===== src/hw/rtl/qfts_pkg.sv =====
package qfts_pkg;

  localparam int STACK_DEPTH = 16;
  localparam int PTR_W = (STACK_DEPTH > 1) ? $clog2(STACK_DEPTH) : 1;
  localparam int CNT_W = $clog2(STACK_DEPTH + 1);
  localparam int DATA_W = 32;

  localparam logic OP_ENQ = 1'b0;
  localparam logic OP_DEQ = 1'b1;

  localparam logic [1:0] STAT_OK    = 2'd0;
  localparam logic [1:0] STAT_FULL  = 2'd1;
  localparam logic [1:0] STAT_EMPTY = 2'd2;

  localparam logic signed [DATA_W-1:0] EMPTY_VALUE = -32'sd1;

  typedef enum logic [2:0] {
    S_IDLE,
    S_XFER,
    S_POP,
    S_POP_WAIT,
    S_RESULT
  } state_t;

  typedef enum logic [1:0] {
    CAP_NONE,
    CAP_ENQ,
    CAP_EMPTY,
    CAP_POP
  } cap_sel_t;

  typedef struct packed {
    logic     push;
    logic     mv_rd;
    logic     pop_rd;
    cap_sel_t cap;
    logic     load_out;
  } cmd_t;

  typedef struct packed {
    logic in_full;
    logic in_zero;
    logic out_zero;
    logic mv_pend;
    logic out_free;
  } sts_t;

endpackage


===== src/hw/rtl/qfts_ifs.sv =====
interface qfts_in_if;
  import qfts_pkg::*;
  logic                     valid;
  logic                     ready;
  logic                     opcode;
  logic signed [DATA_W-1:0] push_value;

  modport source (output valid, output opcode, output push_value, input ready);
  modport sink (input valid, input opcode, input push_value, output ready);
endinterface

interface qfts_out_if;
  import qfts_pkg::*;
  logic                     valid;
  logic                     ready;
  logic signed [DATA_W-1:0] read_value;
  logic [1:0]               status;
  logic                     queue_empty;

  modport source (output valid, output read_value, output status, output queue_empty,
                  input ready);
  modport sink (input valid, input read_value, input status, input queue_empty,
                output ready);
endinterface


===== src/hw/rtl/queue_from_two_stacks_core.sv =====
// FIFO queue of signed 32-bit words built from two bounded stacks.
// Input channel (in_chan): each word is an opcode and a push value. An enqueue
// pushes the value onto the input stack, or drops it with status 1 when that
// stack is full. A dequeue pops the output stack; when the output stack is
// empty, the whole input stack is first moved across, one entry per cycle.
// Result channel (out_chan): exactly one word per input word, in order:
// read value (-1 with status 2 on an empty queue, 0 on enqueue), status, and
// whether both stacks are empty afterward.
// Timing: one item is worked on at a time. An enqueue or an empty dequeue
// captures its result on acceptance, a dequeue that finds the output stack
// filled pops it via S_POP_WAIT, and one that triggers the transfer moves
// the entries in S_XFER, then pops via S_POP and S_POP_WAIT; the transfer is
// bounded by the input stack memory's one read per cycle. The next word is
// accepted as soon as the previous result sits in the output register.
// Reset (rst_n low, synchronous) empties both stacks and drops any pending
// result. When the receiver stalls, the result word holds and the block stops
// accepting once the next result is ready behind it.
module queue_from_two_stacks_core
  import qfts_pkg::*;
(
  input logic       clk,
  input logic       rst_n,
  qfts_in_if.sink   in_chan,
  qfts_out_if.source out_chan
);

  cmd_t cmd;
  sts_t sts;

  qfts_ctrl u_ctrl (
    .clk       (clk),
    .rst_n     (rst_n),
    .in_valid  (in_chan.valid),
    .in_opcode (in_chan.opcode),
    .in_ready  (in_chan.ready),
    .sts       (sts),
    .cmd       (cmd)
  );

  qfts_dp u_dp (
    .clk         (clk),
    .rst_n       (rst_n),
    .push_value  (in_chan.push_value),
    .cmd         (cmd),
    .sts         (sts),
    .out_ready   (out_chan.ready),
    .out_valid   (out_chan.valid),
    .read_value  (out_chan.read_value),
    .status      (out_chan.status),
    .queue_empty (out_chan.queue_empty)
  );

endmodule


===== src/hw/rtl/qfts_ram.sv =====
module qfts_ram #(
  parameter int WIDTH = 32,
  parameter int DEPTH = 16
) (
  input  logic                                        clk,
  input  logic                                        we,
  input  logic [((DEPTH > 1) ? $clog2(DEPTH) : 1)-1:0] waddr,
  input  logic [WIDTH-1:0]                            wdata,
  input  logic                                        re,
  input  logic [((DEPTH > 1) ? $clog2(DEPTH) : 1)-1:0] raddr,
  output logic [WIDTH-1:0]                            rdata
);

  logic [WIDTH-1:0] mem [DEPTH];
  logic [WIDTH-1:0] rdata_r;

  always_ff @(posedge clk) begin
    if (we) begin
      mem[waddr] <= wdata;
    end
    if (re) begin
      rdata_r <= mem[raddr];
    end
  end

  assign rdata = rdata_r;

endmodule


===== src/hw/rtl/qfts_ctrl.sv =====
module qfts_ctrl
  import qfts_pkg::*;
(
  input  logic clk,
  input  logic rst_n,
  input  logic in_valid,
  input  logic in_opcode,
  output logic in_ready,
  input  sts_t sts,
  output cmd_t cmd
);

  state_t state_r, state_nxt;

  always_ff @(posedge clk) begin
    if (!rst_n) begin
      state_r <= S_IDLE;
    end else begin
      state_r <= state_nxt;
    end
  end

  always_comb begin
    state_nxt = state_r;
    in_ready  = 1'b0;
    cmd       = '{push: 1'b0, mv_rd: 1'b0, pop_rd: 1'b0, cap: CAP_NONE, load_out: 1'b0};
    unique case (state_r)
      S_IDLE: begin
        in_ready = 1'b1;
        if (in_valid) begin
          if (in_opcode == OP_ENQ) begin
            cmd.push  = !sts.in_full;
            cmd.cap   = CAP_ENQ;
            state_nxt = S_RESULT;
          end else if (sts.in_zero && sts.out_zero) begin
            cmd.cap   = CAP_EMPTY;
            state_nxt = S_RESULT;
          end else if (!sts.out_zero) begin
            cmd.pop_rd = 1'b1;
            state_nxt  = S_POP_WAIT;
          end else begin
            state_nxt = S_XFER;
          end
        end
      end
      // One entry leaves the input stack per cycle; its write into the output
      // stack waits for the registered read data (mv_pend), so wait for the last one before popping.
      S_XFER: begin
        if (!sts.in_zero) begin
          cmd.mv_rd = 1'b1;
        end else if (!sts.mv_pend) begin
          state_nxt = S_POP;
        end
      end
      S_POP: begin
        cmd.pop_rd = 1'b1;
        state_nxt  = S_POP_WAIT;
      end
      S_POP_WAIT: begin
        cmd.cap   = CAP_POP;
        state_nxt = S_RESULT;
      end
      S_RESULT: begin
        if (sts.out_free) begin
          cmd.load_out = 1'b1;
          state_nxt    = S_IDLE;
        end
      end
      default: begin
        state_nxt = S_IDLE;
      end
    endcase
  end

endmodule


===== src/hw/rtl/qfts_dp.sv =====
module qfts_dp
  import qfts_pkg::*;
(
  input  logic                     clk,
  input  logic                     rst_n,
  input  logic signed [DATA_W-1:0] push_value,
  input  cmd_t                     cmd,
  output sts_t                     sts,
  input  logic                     out_ready,
  output logic                     out_valid,
  output logic signed [DATA_W-1:0] read_value,
  output logic [1:0]               status,
  output logic                     queue_empty
);

  logic [CNT_W-1:0]  in_cnt_r, in_cnt_nxt;
  logic [CNT_W-1:0]  out_cnt_r, out_cnt_nxt;
  logic [CNT_W-1:0]  in_top, out_top;
  logic              mv_pend_r;
  logic              out_valid_r;
  logic [DATA_W-1:0] in_rdata, out_rdata;
  logic [DATA_W-1:0] res_value_r;
  logic [1:0]        res_status_r;
  logic              res_empty_r;
  logic [DATA_W-1:0] out_value_r;
  logic [1:0]        out_status_r;
  logic              out_empty_r;
  logic              in_zero, out_zero, in_full, out_full;

  assign in_top   = in_cnt_r - CNT_W'(1);
  assign out_top  = out_cnt_r - CNT_W'(1);
  assign in_zero  = (in_cnt_r == '0);
  assign out_zero = (out_cnt_r == '0);
  assign in_full  = (in_cnt_r == CNT_W'(STACK_DEPTH));
  assign out_full = (out_cnt_r == CNT_W'(STACK_DEPTH));

  qfts_ram #(.WIDTH(DATA_W), .DEPTH(STACK_DEPTH)) u_in_ram (
    .clk   (clk),
    .we    (cmd.push),
    .waddr (in_cnt_r[PTR_W-1:0]),
    .wdata (push_value),
    .re    (cmd.mv_rd),
    .raddr (in_top[PTR_W-1:0]),
    .rdata (in_rdata)
  );

  // A word read from the input stack is written to the output stack in the
  // next cycle, when the registered read data is available.
  qfts_ram #(.WIDTH(DATA_W), .DEPTH(STACK_DEPTH)) u_out_ram (
    .clk   (clk),
    .we    (mv_pend_r),
    .waddr (out_cnt_r[PTR_W-1:0]),
    .wdata (in_rdata),
    .re    (cmd.pop_rd),
    .raddr (out_top[PTR_W-1:0]),
    .rdata (out_rdata)
  );

  always_comb begin
    in_cnt_nxt  = in_cnt_r;
    out_cnt_nxt = out_cnt_r;
    if (cmd.push) begin
      in_cnt_nxt = in_cnt_r + CNT_W'(1);
    end else if (cmd.mv_rd) begin
      in_cnt_nxt = in_top;
    end
    if (mv_pend_r) begin
      out_cnt_nxt = out_cnt_r + CNT_W'(1);
    end else if (cmd.pop_rd) begin
      out_cnt_nxt = out_top;
    end
  end

  always_ff @(posedge clk) begin
    if (!rst_n) begin
      in_cnt_r    <= '0;
      out_cnt_r   <= '0;
      mv_pend_r   <= 1'b0;
      out_valid_r <= 1'b0;
    end else begin
      in_cnt_r  <= in_cnt_nxt;
      out_cnt_r <= out_cnt_nxt;
      mv_pend_r <= cmd.mv_rd;
      if (cmd.load_out) begin
        out_valid_r <= 1'b1;
      end else if (out_ready) begin
        out_valid_r <= 1'b0;
      end
    end
  end

  always_ff @(posedge clk) begin
    case (cmd.cap)
      CAP_ENQ: begin
        res_value_r  <= '0;
        res_status_r <= in_full ? STAT_FULL : STAT_OK;
        res_empty_r  <= 1'b0;
      end
      CAP_EMPTY: begin
        res_value_r  <= EMPTY_VALUE;
        res_status_r <= STAT_EMPTY;
        res_empty_r  <= 1'b1;
      end
      CAP_POP: begin
        res_value_r  <= out_rdata;
        res_status_r <= STAT_OK;
        res_empty_r  <= in_zero && out_zero;
      end
      default: begin
      end
    endcase
    if (cmd.load_out) begin
      out_value_r  <= res_value_r;
      out_status_r <= res_status_r;
      out_empty_r  <= res_empty_r;
    end
  end

  assign sts.in_full  = in_full;
  assign sts.in_zero  = in_zero;
  assign sts.out_zero = out_zero;
  assign sts.mv_pend  = mv_pend_r;
  assign sts.out_free = !out_valid_r || out_ready;

  assign out_valid   = out_valid_r;
  assign read_value  = out_value_r;
  assign status      = out_status_r;
  assign queue_empty = out_empty_r;

  a_move_fits: assert property (@(posedge clk) disable iff (!rst_n)
    mv_pend_r |-> !out_full)
    else $error("transfer write into a full output stack");

  a_move_src: assert property (@(posedge clk) disable iff (!rst_n)
    cmd.mv_rd |-> !in_zero && out_cnt_r == '0 || cmd.mv_rd && !in_zero && mv_pend_r)
    else $error("transfer read from an empty input stack or onto a filled output stack");

  a_pop_src: assert property (@(posedge clk) disable iff (!rst_n)
    cmd.pop_rd |-> !out_zero && !mv_pend_r)
    else $error("pop of an empty output stack");

  a_no_overwrite: assert property (@(posedge clk) disable iff (!rst_n)
    out_valid_r && !out_ready |=> out_valid_r && $stable(out_value_r) && $stable(out_status_r))
    else $error("pending result word overwritten");

endmodule

===== src/flat_wrapper.sv =====
// flat-port wrapper written by rule: the top's interface ports become plain ports
module queue_from_two_stacks_core_flat import qfts_pkg::*;
  (clk, rst_n, in_chan_valid, in_chan_opcode, in_chan_push_value, in_chan_ready, out_chan_valid, out_chan_read_value, out_chan_status, out_chan_queue_empty, out_chan_ready);
  qfts_in_if in_chan_i ();
  qfts_out_if out_chan_i ();
  input logic clk;
  input logic rst_n;
  input wire logic [$bits(in_chan_i.valid)-1:0] in_chan_valid;
  input wire logic [$bits(in_chan_i.opcode)-1:0] in_chan_opcode;
  input wire logic [$bits(in_chan_i.push_value)-1:0] in_chan_push_value;
  output wire logic [$bits(in_chan_i.ready)-1:0] in_chan_ready;
  output wire logic [$bits(out_chan_i.valid)-1:0] out_chan_valid;
  output wire logic [$bits(out_chan_i.read_value)-1:0] out_chan_read_value;
  output wire logic [$bits(out_chan_i.status)-1:0] out_chan_status;
  output wire logic [$bits(out_chan_i.queue_empty)-1:0] out_chan_queue_empty;
  input wire logic [$bits(out_chan_i.ready)-1:0] out_chan_ready;
  assign in_chan_i.valid = in_chan_valid;
  assign in_chan_i.opcode = in_chan_opcode;
  assign in_chan_i.push_value = in_chan_push_value;
  assign in_chan_ready = in_chan_i.ready;
  assign out_chan_valid = out_chan_i.valid;
  assign out_chan_read_value = out_chan_i.read_value;
  assign out_chan_status = out_chan_i.status;
  assign out_chan_queue_empty = out_chan_i.queue_empty;
  assign out_chan_i.ready = out_chan_ready;
  queue_from_two_stacks_core u_core (.clk(clk), .rst_n(rst_n), .in_chan(in_chan_i), .out_chan(out_chan_i));
endmodule

===== config.mk =====
export PLATFORM = sky130hd
export DESIGN_NAME = queue_from_two_stacks_core_flat
export DESIGN_NICKNAME = d
export VERILOG_FILES = /design/src/hw/rtl/qfts_pkg.sv /design/src/hw/rtl/qfts_ifs.sv /design/src/hw/rtl/queue_from_two_stacks_core.sv /design/src/hw/rtl/qfts_ram.sv /design/src/hw/rtl/qfts_ctrl.sv /design/src/hw/rtl/qfts_dp.sv /design/src/flat_wrapper.sv
export SDC_FILE = /design/constraint.sdc
export NUM_CORES = 1
export LEC_CHECK = 0
export ABC_AREA = 1
export BUFFER_PORTS_ARGS = -buffer_cell sky130_fd_sc_hd__buf_4
export CAP_MARGIN = 15
export CELL_PAD_IN_SITES_DETAIL_PLACEMENT = 0
export CELL_PAD_IN_SITES_GLOBAL_PLACEMENT = 2
export CORE_MARGIN = 2
export CORE_UTILIZATION = 51
export CTS_BUF_LIST = sky130_fd_sc_hd__clkbuf_4
export DETAILED_ROUTE_END_ITERATION = 10
export PLACE_DENSITY = 0.95
export SYNTH_ARGS = -nofsm -noshare
export SYNTH_HDL_FRONTEND = slang
export SYNTH_SLANG_ARGS = --single-unit

===== constraint.sdc =====
create_clock -name clk -period 10.3 [get_ports clk]
set_clock_uncertainty 0.15 [all_clocks]
set_input_delay 1.03 -clock clk [delete_from_list [all_inputs] [get_ports clk]]
set_output_delay 1.03 -clock clk [all_outputs]
set_load 0.02 [all_outputs]

==> run metrics <==
remaining antenna violation count=0; layer with the highest usage=met2; total congestion overflow=0; IO buf count=73; unrepaired setup endpoints after global routing=false; Critical Path AT=roughly 5.2 ns; Final Max Tran Viols=0; CP max FO=roughly 140; #FFs+latches synth=1173; TritonCTS clock tree=done; maximum VDD drop=around 290 uV; wire length per cell=22.94 microns; Worst path max stage delay=about 0.85 ns; # Max-Cap Violations=0; most used cell, CP=buf_4; Leak=16.85 nW; CTS Root Cell=clkbuf_4; GP Congestion=approximately 0.77; Residual DRC=0; met1 GRT Util=around a third; YS warnings=0; clk_lat worst skew=about 1.1 ns; synth-to-layout area growth=11.56%; Seq/Total Area, Yosys=between 70% and 80%; Synth area leader=edfxtp_1; Mapped Area=between 0.04 and 0.05 sq mm; Mapped Cells=approximately 3300; relative slew slack=between 20 and 30%; Setup violations, final=0; depth of the CTS H-tree=5; outcome=finished clean; HP Class=primary input to flip-flop; HPWL after detailed placement=approximately 53 mm; gr usage total=approximately 24%; Crit path max-delay family=buffers and inverters; Initial Util=between 50% and 60%; Num CTS Buffers=310; WL final=approximately 110 mm; drt pass-1 iters=5; io pins=between 70 and 80; Final Util=roughly 58%; CP Capture Type=flip-flop; layout cell share with drive strength beyond 1=17.25%; hold_buf cts=28; largest net degree at the start of global routing=200; Final Cycle Share=around 44%; CTS Sinks=approximately 1200; Max Freq=219.7 MHz; Setup Crit Path Kind=flip-flop to flip-flop; number of global-route vias before repair=about 29000; syn nets=between 3000 and 4000; Tmin final=approximately 4.6 ns; initial antenna violation count=9; CTS Buffer Depth=4; placed cell count=~4300; Fin. Hold Viols=0; total die area=approximately 0.09 sq mm; met2 Use GR=40.83%; row count=109; nature of the critical path startpoint=flip-flop; # fillers=around 7000; Initial DRC Count=3119; library cells used by synthesis=37; PD cells=between 200 and 300 mW/mm^2; syn avg cell area=13.96 sq um; M3 GR Usage=between 4 and 5%; Non-Filler Instances=just under 5000; Die H=~300 microns; Yosys top cell area share=76.08%; post-cts gate resize count=0; cells along the critical path=inv_6 > ha_1 > xor2_4 > buf_4 > inv_2 > buf_4 > o221ai_1 > nand3_1 > nand2_1; Worst Tran Pin Value=around 1.1 ns; Final #Nets=between 3000 and 4000; Power, Total=about 0.015 W; worst path buffer plus inverter count=4; Post-CTS Setup Inserts=0; Die X=303.4 microns; global-route wire length before repair=167.7 mm; CP max-delay cell=dfxtp_4; synth top area cells=edfxtp_1, nor2_1, o21ai_0; total number of vias=between 20000 and 30000; Via density=approximately 5.9; Core ar.=around 0.09 sq mm; final setup TNS=0 ns; Worst Path Required=10.98 ns; Clk pin slew, worst setup/hold paths=0.06 ns
-- flip-flops by register name, summed over array words and instances (netlist names), 2 cells and up --
name,flops
u_core.u_dp.u_out_ram.rdata,32
u_core.u_dp.status,2
u_core.u_dp.u_out_ram.mem,512
u_core.u_dp.u_in_ram.mem,512
u_core.u_ctrl.state_r,3
u_core.u_dp.u_in_ram.rdata,32
u_core.u_dp.out_cnt_r,5
u_core.u_dp.in_cnt_r,5
u_core.u_dp.res_status_r,2
u_core.u_dp.res_value_r,32
u_core.u_dp.read_value,32
-- placed cells by master, fill, tap and decap left out, types with 3 or more instances in the layout --
| cell type | instances |
|---|---|
| nand4_1 | 4 |
| nand3_1 | 153 |
| clkinv_1 | 38 |
| inv_6 | 3 |
| inv_2 | 15 |
| nand3_2 | 4 |
| o211ai_1 | 157 |
| edfxtp_1 | 1158 |
| o21ai_1 | 41 |
| buf_4 | 123 |
| inv_1 | 27 |
| clkinv_2 | 3 |
| nor2_1 | 682 |
| dfxtp_1 | 13 |
| xor2_1 | 3 |
| a21oi_1 | 12 |
| o21ai_0 | 475 |
| ha_1 | 8 |
| clkbuf_4 | 429 |
| o221ai_1 | 99 |
| nand2_2 | 4 |
| dlygate4sd3_1 | 28 |
| o21a_1 | 32 |
| diode_2 | 4 |
| nand2_1 | 120 |
| nor2_4 | 35 |
-- cells by family (layout without fill, tap and decap cells) --
| logic type | Yosys count | in the layout | synth area share [%] |
|---|---|---|---|
| DFF | 1173 | 1173 | 76.74 |
| other | 0 | 4 | 0 |
| buffers and inverters | 260 | 672 | 3.061 |
| and+or+nand+nor | 1009 | 1009 | 8.938 |
| AOI/OAI and AO/OA | 817 | 817 | 10.80 |
| xor gates and xnor gates | 6 | 6 | 0.1889 |
| adders and majority gates | 10 | 10 | 0.2738 |
-- final timing paths --
path                                                           start                                        to  slack, ns  cells after the start
worst max-delay path            u_core.u_dp.in_cnt_r[0]$_SDFFE_PN0P_   u_core.u_dp.u_in_ram.rdata[0]$_DFFE_PP_       5.75                      9
worst min-delay path                           in_chan_push_value[5]  u_core.u_dp.u_in_ram.mem[2][5]$_DFFE_PP_       0.10                      1
worst max register to register  u_core.u_dp.in_cnt_r[0]$_SDFFE_PN0P_   u_core.u_dp.u_in_ram.rdata[0]$_DFFE_PP_       5.75                      9
worst min register to register  u_core.u_dp.res_value_r[3]$_DFFE_PP_       u_core.u_dp.read_value[3]$_DFFE_PP_       0.27                      0
-- metal layers --
layer  vias to the layer above  part of all wire, %
li1                      12900                    -
met1                     14190                   40
met2                      1265                   50
met3                       288                  7.5
met4                        10                  3.0
met5                         -                0.053
-- power breakdown --
part / leakage, nW / switching [W] / total [W] / internal (W)
Combinational: 4.18 / 0.00367 / 0.00525 / 0.00158
Clock: 2.09 / 0.00173 / 0.00367 / 0.00194
Sequential: 10.6 / 0.000352 / 0.00630 / 0.00595
-- synth_stat cells (all sizes together) --
cell type / instances
o21a: 32
xor2: 5
xnor2: 1
dfxtp: 15
or2: 1
o221ai: 99
ha: 10
buf: 160
edfxtp: 1158
o21ai: 516
nand4: 4
nor3: 1
o211ai: 157
nand2: 125
a31oi: 1
clkbuf: 59
a21oi: 12
inv: 41
nor2: 720
nand3: 158
-- area by class of cell --
type / count / area, sq um / share of cell area [%]
Sequential cell: 1173 / 35080 / 68.80
Antenna cell: 4 / 10.01 / 0.01963
Tap cell: 1165 / 1458 / 2.859
Clock buffer: 429 / 3221 / 6.316
Clock inverter: 48 / 235.2 / 0.4613
Multi-Input combinational cell: 1842 / 9532 / 18.69
Inverter: 41 / 172.7 / 0.3386
Timing Repair Buffer: 154 / 1279 / 2.508
-- worst register-to-register path: stages, from the launching register on --
cell,delay [ns]
dfxtp_4,0.85
inv_6,0.52
ha_1,0.55
xor2_4,0.18
buf_4,0.43
inv_2,0.56
buf_4,0.62
o221ai_1,0.29
nand3_1,0.11
nand2_1,0.07
-- per-stage QoR --
stage          setup slack (ns)  hold slack, ns  instance area, sq um
6_report                  5.747          0.1008                 50990
3_5_place_dp              5.768          0.2545                 47190
2_1_floorplan             6.802          0.2503                 45700
4_1_cts                   5.785        0.004700                 50920
5_1_grt                   5.440         0.05680                 50980
3_3_place_gp              5.881          0.2522                 47190
Power figures use the tool's default switching activity.
